<file path="config.mk">
export PLATFORM = sky130hd
export DESIGN_NAME = approach_risk_qualifier
export DESIGN_NICKNAME = d
export VERILOG_FILES = /design/src/design/arq_pkg.sv /design/src/design/arq_cfg_regs.sv /design/src/design/arq_classify.sv /design/src/design/arq_hysteresis.sv /design/src/design/approach_risk_qualifier.sv
export VERILOG_INCLUDE_DIRS = /design/src /design/src/design
export SDC_FILE = /design/constraint.sdc
export NUM_CORES = 1
export LEC_CHECK = 0
export BUFFER_PORTS_ARGS = -buffer_cell sky130_fd_sc_hd__buf_4
export CORE_MARGIN = 4
export CORE_UTILIZATION = 35
export DETAILED_ROUTE_END_ITERATION = 10
export PLACE_DENSITY = 0.63
export SYNTH_ARGS = -nofsm -noshare
export SYNTH_HDL_FRONTEND = slang
export SYNTH_SLANG_ARGS = --single-unit
</file>
<file path="constraint.sdc">
create_clock -name clk -period 6 [get_ports clk]
set_input_delay 0 -clock clk [delete_from_list [all_inputs] [get_ports clk]]
set_output_delay 0 -clock clk [all_outputs]
set_load 0.01 [all_outputs]
</file>
<file path="src/design/approach_risk_qualifier_macros.svh">
// Assertion macros for the approach risk qualifier.
// Included by the top level; no other dependencies.
`ifndef APPROACH_RISK_QUALIFIER_MACROS_SVH
`define APPROACH_RISK_QUALIFIER_MACROS_SVH
`ifndef SYNTHESIS
// Implication checked at every clock edge outside reset.
`define ARQ_ASSERT(label, clk, rst_n, prop, msg) \
	label: assert property (@(posedge clk) disable iff (!rst_n) prop) else $error(msg);
// Condition that must never be true outside reset.
`define ARQ_NEVER(label, clk, rst_n, cond, msg) \
	label: assert property (@(posedge clk) disable iff (!rst_n) !(cond)) else $error(msg);
`else
`define ARQ_ASSERT(label, clk, rst_n, prop, msg)
`define ARQ_NEVER(label, clk, rst_n, cond, msg)
`endif
`endif

</file>
<file path="src/design/arq_pkg.sv">
// Shared types and constants for the approach risk qualifier.
// No dependencies.
`timescale 1ns / 1ps

package arq_pkg;

	localparam int CONF_W = 7;
	localparam int LIM_W = 15;
	localparam int MEAS_W = 16;
	localparam int TIME_W = 32;
	localparam int HYST_W = 16;
	localparam int CFG_IDX_W = 3;
	localparam int CFG_DATA_W = 16;

	// register indexes
	localparam logic [CFG_IDX_W-1:0] REG_MIN_CONF = 3'd0;
	localparam logic [CFG_IDX_W-1:0] REG_MAX_DIST = 3'd1;
	localparam logic [CFG_IDX_W-1:0] REG_MAX_SPEED = 3'd2;
	localparam logic [CFG_IDX_W-1:0] REG_RISK_DIST = 3'd3;
	localparam logic [CFG_IDX_W-1:0] REG_RISK_SPEED = 3'd4;
	localparam logic [CFG_IDX_W-1:0] REG_CONFIRM = 3'd5;
	localparam logic [CFG_IDX_W-1:0] REG_CLEAR = 3'd6;

	// reset values
	localparam logic [CONF_W-1:0] RST_MIN_CONF = 7'd50;
	localparam logic [LIM_W-1:0] RST_MAX_DIST = 15'd1000;
	localparam logic [LIM_W-1:0] RST_MAX_SPEED = 15'd3000;
	localparam logic [LIM_W-1:0] RST_RISK_DIST = 15'd300;
	localparam logic [LIM_W-1:0] RST_RISK_SPEED = 15'd150;
	localparam logic [HYST_W-1:0] RST_CONFIRM = 16'd100;
	localparam logic [HYST_W-1:0] RST_CLEAR = 16'd1000;

	// risk levels
	localparam logic [1:0] LEVEL_NONE = 2'd0;
	localparam logic [1:0] LEVEL_LOW = 2'd1;
	localparam logic [1:0] LEVEL_MEDIUM = 2'd2;
	localparam logic [1:0] LEVEL_HIGH = 2'd3;

	// fault codes
	localparam logic FAULT_NONE = 1'b0;
	localparam logic FAULT_REAR_SENSOR = 1'b1;

	typedef struct packed {
		logic [CONF_W-1:0] min_conf;
		logic [LIM_W-1:0] max_dist;
		logic [LIM_W-1:0] max_speed;
		logic [LIM_W-1:0] risk_dist;
		logic [LIM_W-1:0] risk_speed;
		logic [HYST_W-1:0] confirm;
		logic [HYST_W-1:0] clear;
	} cfg_t;

	typedef struct packed {
		logic ok;
		logic threat;
		logic [1:0] level;
	} class_t;

endpackage

</file>
<file path="src/design/arq_cfg_regs.sv">
// Configuration register file for the approach risk qualifier.
// Depends on arq_pkg.
`timescale 1ns / 1ps

module arq_cfg_regs (
	input  logic clk,
	input  logic arst_n,
	input  logic cfg_we,
	input  logic [arq_pkg::CFG_IDX_W-1:0] cfg_index,
	input  logic [arq_pkg::CFG_DATA_W-1:0] cfg_data,
	output arq_pkg::cfg_t cfg
);

	arq_pkg::cfg_t cfg_q;

	always_ff @(posedge clk or negedge arst_n) begin
		if (!arst_n) begin
			cfg_q.min_conf <= arq_pkg::RST_MIN_CONF;
			cfg_q.max_dist <= arq_pkg::RST_MAX_DIST;
			cfg_q.max_speed <= arq_pkg::RST_MAX_SPEED;
			cfg_q.risk_dist <= arq_pkg::RST_RISK_DIST;
			cfg_q.risk_speed <= arq_pkg::RST_RISK_SPEED;
			cfg_q.confirm <= arq_pkg::RST_CONFIRM;
			cfg_q.clear <= arq_pkg::RST_CLEAR;
		end else if (cfg_we) begin
			case (cfg_index)
				arq_pkg::REG_MIN_CONF: cfg_q.min_conf <= cfg_data[arq_pkg::CONF_W-1:0];
				arq_pkg::REG_MAX_DIST: cfg_q.max_dist <= cfg_data[arq_pkg::LIM_W-1:0];
				arq_pkg::REG_MAX_SPEED: cfg_q.max_speed <= cfg_data[arq_pkg::LIM_W-1:0];
				arq_pkg::REG_RISK_DIST: cfg_q.risk_dist <= cfg_data[arq_pkg::LIM_W-1:0];
				arq_pkg::REG_RISK_SPEED: cfg_q.risk_speed <= cfg_data[arq_pkg::LIM_W-1:0];
				arq_pkg::REG_CONFIRM: cfg_q.confirm <= cfg_data[arq_pkg::HYST_W-1:0];
				arq_pkg::REG_CLEAR: cfg_q.clear <= cfg_data[arq_pkg::HYST_W-1:0];
				default: ;
			endcase
		end
	end

	assign cfg = cfg_q;

endmodule

</file>
<file path="src/design/arq_classify.sv">
// Validation and risk level classification of one measurement.
// Depends on arq_pkg; purely combinational.
`timescale 1ns / 1ps

module arq_classify (
	input  arq_pkg::cfg_t cfg,
	input  logic sensor_healthy,
	input  logic [arq_pkg::CONF_W-1:0] confidence,
	input  logic signed [arq_pkg::MEAS_W-1:0] distance_cm,
	input  logic signed [arq_pkg::MEAS_W-1:0] speed_cm_s,
	output arq_pkg::class_t cls
);

	logic [arq_pkg::LIM_W-1:0] dist_mag;
	logic [arq_pkg::LIM_W-1:0] speed_mag;
	logic [arq_pkg::LIM_W:0] risk_dist_x2;
	logic dist_ok;
	logic speed_ok;
	logic close_obj;
	logic fast_obj;

	// sign bit set means negative, always out of range
	assign dist_mag = distance_cm[arq_pkg::LIM_W-1:0];
	assign speed_mag = speed_cm_s[arq_pkg::LIM_W-1:0];
	assign dist_ok = !distance_cm[arq_pkg::MEAS_W-1] && (dist_mag <= cfg.max_dist);
	assign speed_ok = !speed_cm_s[arq_pkg::MEAS_W-1] && (speed_mag <= cfg.max_speed);

	assign close_obj = dist_mag <= cfg.risk_dist;
	assign fast_obj = speed_mag >= cfg.risk_speed;
	assign risk_dist_x2 = {cfg.risk_dist, 1'b0};

	always_comb begin
		cls.ok = sensor_healthy && (confidence >= cfg.min_conf) && dist_ok && speed_ok;
		cls.threat = close_obj && fast_obj;
		if (!cls.ok) begin
			cls.level = arq_pkg::LEVEL_NONE;
		end else if (cls.threat) begin
			cls.level = arq_pkg::LEVEL_HIGH;
		end else if (close_obj || fast_obj) begin
			cls.level = arq_pkg::LEVEL_MEDIUM;
		end else if ({1'b0, dist_mag} <= risk_dist_x2) begin
			cls.level = arq_pkg::LEVEL_LOW;
		end else begin
			cls.level = arq_pkg::LEVEL_NONE;
		end
	end

endmodule

</file>
<file path="src/design/arq_hysteresis.sv">
// Threat confirm / clear hysteresis state and its update.
// Depends on arq_pkg.
`timescale 1ns / 1ps

module arq_hysteresis (
	input  logic clk,
	input  logic arst_n,
	input  logic commit,
	input  arq_pkg::class_t cls,
	input  logic [arq_pkg::TIME_W-1:0] now,
	input  logic [arq_pkg::HYST_W-1:0] confirm,
	input  logic [arq_pkg::HYST_W-1:0] clear,
	output logic high_next
);

	logic [arq_pkg::TIME_W-1:0] onset_q;
	logic [arq_pkg::TIME_W-1:0] safe_since_q;
	logic ongoing_q;
	logic high_q;
	logic [arq_pkg::TIME_W-1:0] onset_eff;
	logic [arq_pkg::TIME_W-1:0] threat_age;
	logic [arq_pkg::TIME_W-1:0] safe_age;

	// a fresh threat starts now, so its age is zero
	assign onset_eff = ongoing_q ? onset_q : now;
	assign threat_age = now - onset_eff;
	assign safe_age = now - safe_since_q;

	always_comb begin
		high_next = high_q;
		if (cls.threat) begin
			if (threat_age >= {{(arq_pkg::TIME_W-arq_pkg::HYST_W){1'b0}}, confirm})
				high_next = 1'b1;
		end else begin
			if (safe_age >= {{(arq_pkg::TIME_W-arq_pkg::HYST_W){1'b0}}, clear})
				high_next = 1'b0;
		end
	end

	always_ff @(posedge clk or negedge arst_n) begin
		if (!arst_n) begin
			onset_q <= '0;
			safe_since_q <= '0;
			ongoing_q <= 1'b0;
			high_q <= 1'b0;
		end else if (commit && cls.ok) begin
			high_q <= high_next;
			onset_q <= onset_eff;
			ongoing_q <= cls.threat;
			if (cls.threat)
				safe_since_q <= now;
		end
	end

endmodule

</file>
<file path="src/design/approach_risk_qualifier.sv">
// Rear approach risk qualifier. One measurement word in, one result word out,
// one word per clock sustained while out_stall is low: the measurement is
// captured in an input register, validated, classified and run through the
// confirm/clear hysteresis in compare and 32-bit subtract logic, and lands in
// an output register. The result word is valid once its measurement has moved
// from the input register into the output register.
// in_stall rises only when the input register is full and the output
// register holds a word that is stalled. Invalid measurements give a fault
// word and leave the hysteresis state alone. Configuration is a plain write
// port (cfg_we, cfg_index, cfg_data); write only while the block is empty.
`timescale 1ns / 1ps
`include "approach_risk_qualifier_macros.svh"

module approach_risk_qualifier (
	input  logic clk,
	input  logic arst_n,
	// configuration
	input  logic cfg_we,
	input  logic [arq_pkg::CFG_IDX_W-1:0] cfg_index,
	input  logic [arq_pkg::CFG_DATA_W-1:0] cfg_data,
	// measurement channel
	input  logic in_valid,
	output logic in_stall,
	input  logic sensor_healthy,
	input  logic [arq_pkg::CONF_W-1:0] confidence,
	input  logic signed [arq_pkg::MEAS_W-1:0] distance_cm,
	input  logic signed [arq_pkg::MEAS_W-1:0] speed_cm_s,
	input  logic [arq_pkg::TIME_W-1:0] time_ms,
	// result channel
	output logic out_valid,
	input  logic out_stall,
	output logic risk_high,
	output logic [1:0] risk_level,
	output logic risk_valid,
	output logic fault_code
);

	arq_pkg::cfg_t cfg;
	arq_pkg::class_t cls;

	// input register
	logic valid_s1;
	logic healthy_s1;
	logic [arq_pkg::CONF_W-1:0] conf_s1;
	logic signed [arq_pkg::MEAS_W-1:0] dist_s1;
	logic signed [arq_pkg::MEAS_W-1:0] speed_s1;
	logic [arq_pkg::TIME_W-1:0] time_s1;

	// output register
	logic out_valid_q;
	logic risk_high_q;
	logic [1:0] risk_level_q;
	logic risk_valid_q;
	logic fault_code_q;

	logic advance;
	logic in_take;
	logic high_next;

	// stage 1 moves into the output register when that one is free or draining
	assign advance = valid_s1 && (!out_valid_q || !out_stall);
	assign in_stall = valid_s1 && !advance;
	assign in_take = in_valid && !in_stall;

	arq_cfg_regs u_cfg (
		.clk(clk),
		.arst_n(arst_n),
		.cfg_we(cfg_we),
		.cfg_index(cfg_index),
		.cfg_data(cfg_data),
		.cfg(cfg)
	);

	arq_classify u_class (
		.cfg(cfg),
		.sensor_healthy(healthy_s1),
		.confidence(conf_s1),
		.distance_cm(dist_s1),
		.speed_cm_s(speed_s1),
		.cls(cls)
	);

	// state is committed when a valid word leaves stage 1, keeping order
	arq_hysteresis u_hyst (
		.clk(clk),
		.arst_n(arst_n),
		.commit(advance),
		.cls(cls),
		.now(time_s1),
		.confirm(cfg.confirm),
		.clear(cfg.clear),
		.high_next(high_next)
	);

	always_ff @(posedge clk or negedge arst_n) begin
		if (!arst_n) begin
			valid_s1 <= 1'b0;
		end else if (in_take) begin
			valid_s1 <= 1'b1;
		end else if (advance) begin
			valid_s1 <= 1'b0;
		end
	end

	always_ff @(posedge clk) begin
		if (in_take) begin
			healthy_s1 <= sensor_healthy;
			conf_s1 <= confidence;
			dist_s1 <= distance_cm;
			speed_s1 <= speed_cm_s;
			time_s1 <= time_ms;
		end
	end

	always_ff @(posedge clk or negedge arst_n) begin
		if (!arst_n) begin
			out_valid_q <= 1'b0;
		end else if (advance) begin
			out_valid_q <= 1'b1;
		end else if (!out_stall) begin
			out_valid_q <= 1'b0;
		end
	end

	always_ff @(posedge clk) begin
		if (advance) begin
			risk_high_q <= cls.ok && high_next;
			risk_level_q <= cls.level;
			risk_valid_q <= cls.ok;
			fault_code_q <= cls.ok ? arq_pkg::FAULT_NONE : arq_pkg::FAULT_REAR_SENSOR;
		end
	end

	assign out_valid = out_valid_q;
	assign risk_high = risk_high_q;
	assign risk_level = risk_level_q;
	assign risk_valid = risk_valid_q;
	assign fault_code = fault_code_q;

	`ARQ_ASSERT(a_fault_word, clk, arst_n, (out_valid && !risk_valid) |-> (fault_code && !risk_high && (risk_level == arq_pkg::LEVEL_NONE)), "invalid result not a clean fault word")
	`ARQ_ASSERT(a_fault_matches, clk, arst_n, out_valid |-> (risk_valid != fault_code), "fault code disagrees with validity")
	`ARQ_ASSERT(a_stall_needs_full, clk, arst_n, in_stall |-> (valid_s1 && out_valid && out_stall), "input stalled with room in the pipeline")
	`ARQ_ASSERT(a_zero_confirm, clk, arst_n, (advance && cls.ok && cls.threat && (cfg.confirm == '0)) |=> risk_high, "zero confirm time did not raise high risk")

endmodule
</file>
==> implementation parameters <==
Parameter                              Value

Power and ir drop
  Power density over the cells    ~330 nW/um^2
  Maximum ir drop on the vdd rail    0.232 mV
  Share of power burned in the clock network    0.314
  Internal power    0.00421 W
  Sw Share    0.331
  Fraction of power consumed by sequential logic    0.352
  Combinational Power Share    0.334
  Static leakage    8.37 nW
  P_sw    0.00208 W

Timing
  Setup repair after global routing missed its margin    no
  Worst-margin pin slew    1.09 ns
  Worst max-slew margin expressed relative to the limit    0.271
  Setup tns final    0 ns
  Total count of max-transition violations in the final report    0
  Period utilisation layout    0.844
  Final count of negative-setup-slack endpoints    0
  Final Hold Viols    0
  Timing-limited maximum frequency    197 MHz
  Final Skew    between 0.03 and 0.04 ns
  Shortest period the worst path allows    5.07 ns
  Worst slack on hold paths    0.0636 ns
  Post-route worst setup slack    between 0.9 and 1 ns

Clock network
  Num Clock Sinks    between 200 and 250
  TritonCTS clock tree    done
  Max Buffers Root-to-Sink    3
  CTS HTree Levels    1
  Clock latency at the later pin of the worst-skew pair    0.59 ns
  Clock transition at the registers of the reported paths    0.06 ns
  Number of clock buffers inserted by TritonCTS    30
  Post CTS Setup Buffer Count    0
  Clock root cell    clkbuf_16

Placement
  Post-placement setup slack    0.920 ns
  Post-detail-place hpwl    between 20000 and 30000 um
  Number of buffers inserted by port buffering    ~100
  GPL Wtd Cong    0.870
  Inst Count DP    2182

Global route
  Total Routing Usage GR    0.168
  Antenna violations before repair    2
  Met2 layer usage reported by global route    0.285
  Vias in the first global route    12200
  First-pass GRT wire length    64700 um
  Largest net degree at the start of global routing    110
  GRT met3 Usage    0.0273
  Global routing usage on met1    0.227
  Global routing's busiest layer    met2
  GRT overflow    0

Routing
  Final WL    40100 um
  Number of detailed-route iterations in the first pass    5
  Routed len/inst    17.1 um
  Drt drc    0
  Routed Antenna Nets    0
  Per-cell via count in the routed design    5.14
  Count of vias placed by the detailed router    about 12000
  Iteration-0 DRC count of the detailed router    about 640

Layout
  Final layout net count    2009
  Layout area overhead    23.2%
  Filler Cell Count    4147
  Fraction of layout cells with a size suffix above 1    0.179
  Final non-filler cell total    ~2300

Die
  Standard-cell rows    76
  Area enclosed by the die boundary    47500 um^2
  Starting utilization of the core area    0.356
  Chip Height    approximately 220 um
  Horiz. Die Dim    218 um
  Area of the core    ~43000 um^2
  Ports placed on the boundary    103

Logic synthesis
  Ys flop type    dfrtp_1
  Share of synthesized flip-flops with an asynchronous set or reset    0.684
  Number of enable-type register cells in the synthesized netlist    77
  Synth Net Count    1806
  Synthesized instance count    1531
  Register bit total from synthesis    244
  Area contributors post-synth    dfrtp_1 (22%), edfxtp_1 (15%), ha_1 (14%)
  Average cell area after synthesis    10.1 um^2
  Cell area after synthesis    15400 um^2
  Number of warnings reported in the yosys synthesis log    0
  Dominant cell type by area after synthesis    dfrtp_1
  Area fraction of the dominant cell type after synthesis    0.217
  Number of distinct library cell variants in the gate-level netlist after synthesis    77
  Portion of the post-synthesis area used by sequential elements    0.423

Critical path
  Critical setup path kind    reg -> reg
  CP Launch Type    flop
  Kind of end point of the critical path    flop
  Worst EP arrival    5.53 ns
  Critical path required time    6.46 ns
  CP Max Fanout    17

Worst hold path
  Worst min-delay path class    in -> reg

Run status
  Status    complete, no violations

Flow run
  Count of maximum capacitance violations    0
cell families (layout without fill, tap and decap cells):
logic type                 Yosys count  after routing  synth area share
AOI/OAI and AO/OA                  388            388             0.159
xor gates and xnor gates            40             40            0.0227
DFF                                244            244             0.423
other                                0              2                 0
muxes                              118            118            0.0833
adders and majority gates          179            179             0.146
and+or+nand+nor                    367            367             0.117
buffers and inverters              195            422            0.0483
power by group through the flow:
stage / clock network (W) / registers, W / logic [W]
2_1_floorplan: 0 / 0.00218 / 0.00151
3_3_place_gp: 0 / 0.00223 / 0.00197
3_5_place_dp: 0 / 0.00224 / 0.00202
6_report: 0.00197 / 0.00222 / 0.00210
5_1_grt: 0.00209 / 0.00225 / 0.00239
4_1_cts: 0.00203 / 0.00222 / 0.00210
flip-flops by register name, summed over array words and instances, names as in the netlist, 2 cells and up:
register,cells
speed_s1,16
time_s1,32
u_hyst.safe_since_q,32
u_hyst.onset_q,32
u_cfg.cfg,99
risk_level,2
dist_s1,16
conf_s1,7
worst paths after layout:
kind / startpoint / endpoint / slack (ns) / cells past startpoint
max reg2reg: u_hyst.ongoing_q / u_hyst.high_q / 0.93 / 19
min reg2reg: u_hyst.onset_q[30] / u_hyst.onset_q[30] / 0.48 / 2
min in group asynchronous: arst_n / u_hyst.safe_since_q[7] / 0.16 / 2
max: u_hyst.ongoing_q / u_hyst.high_q / 0.93 / 19
min: cfg_we / u_cfg.cfg[93] / 0.06 / 6
max in group asynchronous: arst_n / u_hyst.ongoing_q / 4.38 / 3
layout make-up:
type                            instances  area (um^2)  share of cell area
Tap cell                              585          732              0.0385
Timing Repair Buffer                  216         1890              0.0993
Multi-Input combinational cell       1092         8170               0.430
Antenna cell                            2         5.00            0.000263
Clock inverter                         14          186             0.00981
Clock buffer                           42          931              0.0490
Inverter                              150          563              0.0296
Sequential cell                       244         6530               0.344
metrics by stage:
| step | cell area, um^2 | util | total power (W) |
|---|---|---|---|
| after floorplan | 15400 | - | 0.00369 |
| after global placement | 16800 | 0.388 | 0.00421 |
| after detailed placement | 16800 | 0.388 | 0.00427 |
| after CTS | 19000 | 0.438 | 0.00634 |
| after global routing | 19000 | 0.438 | 0.00673 |
| final | 19000 | 0.438 | 0.00629 |
cell usage in the layout (no fill, tap or decap), types with 5 or more instances in the layout:
cell,n
edfxtp_1,77
mux2_2,83
and3_1,10
nor3_1,16
nand2b_1,9
a31oi_1,9
ha_1,177
a21oi_1,83
dfstp_2,33
a21o_1,49
clkbuf_8,5
and2_1,9
nand4_1,24
inv_1,150
nor2_1,46
xor2_1,18
o21ai_0,140
nand3_1,25
nor2b_1,13
buf_4,110
or2_2,7
o211ai_1,9
dfrtp_1,133
xnor2_1,22
clkbuf_16,34
nor4_1,5
a2111oi_0,5
or3_1,6
o21a_1,22
nand2_1,157
a211oi_1,9
dlygate4sd3_1,105
mux2i_1,35
o21bai_1,6
nor3b_1,6
routing by layer:
metal,up-vias,share of wire
met1,5828,0.46
met3,54,0.044
met4,0,0.023
met2,240,0.47
met5,-,0
li1,5921,-
synthesized netlist by cell type, types with 3 or more instances:
cell / n
nor2_1: 47
o21a_1: 22
nor2b_1: 13
and2_1: 10
a31oi_1: 9
ha_1: 177
nor3_1: 17
inv_1: 150
nor3b_1: 8
nand3_1: 25
a21o_1: 49
a221oi_2: 3
a21oi_1: 83
dfrtp_1: 134
o2111ai_1: 4
o221ai_1: 4
dfstp_2: 33
a2111oi_0: 5
or2_2: 7
nand4_1: 24
nand2_1: 157
o211ai_1: 9
mux2i_1: 35
xnor2_1: 22
and3_1: 10
and4_1: 3
edfxtp_1: 77
or4_1: 4
o22ai_1: 4
xor2_1: 18
or3_1: 6
clkbuf_1: 35
a211oi_1: 9
nand2b_1: 10
o21ai_0: 140
nand3b_1: 3
nand4b_1: 3
a41oi_1: 3
mux2_2: 83
a211o_1: 3
nor4_1: 5
o21ai_1: 3
buf_2: 10
o21bai_1: 6
o31ai_1: 4
what timing repair did:
item / CTS / global route
endpoints found under the hold margin: 261 / 0
resized for setup: 0 / 0
hold buffers: 105 / 0
critical path, cell delays in order, from the launching register on:
cell and delay (ns):
dfrtp_2 0.67, o21ai_0 0.22, ha_1 0.25, fa_1 0.41
inv_1 0.07, a21oi_1 0.07, o21ai_0 0.30, a21o_1 0.27
a21o_1 0.14, a21oi_1 0.07, xnor2_1 0.14, ha_1 0.29
a21o_1 0.16, a2111oi_0 0.37, o2111ai_1 0.17, a211oi_1 0.23
nand4_1 0.14, or4_1 0.52, nor4b_1 0.30, o211ai_1 0.13
(Power assumes the default switching activity.)
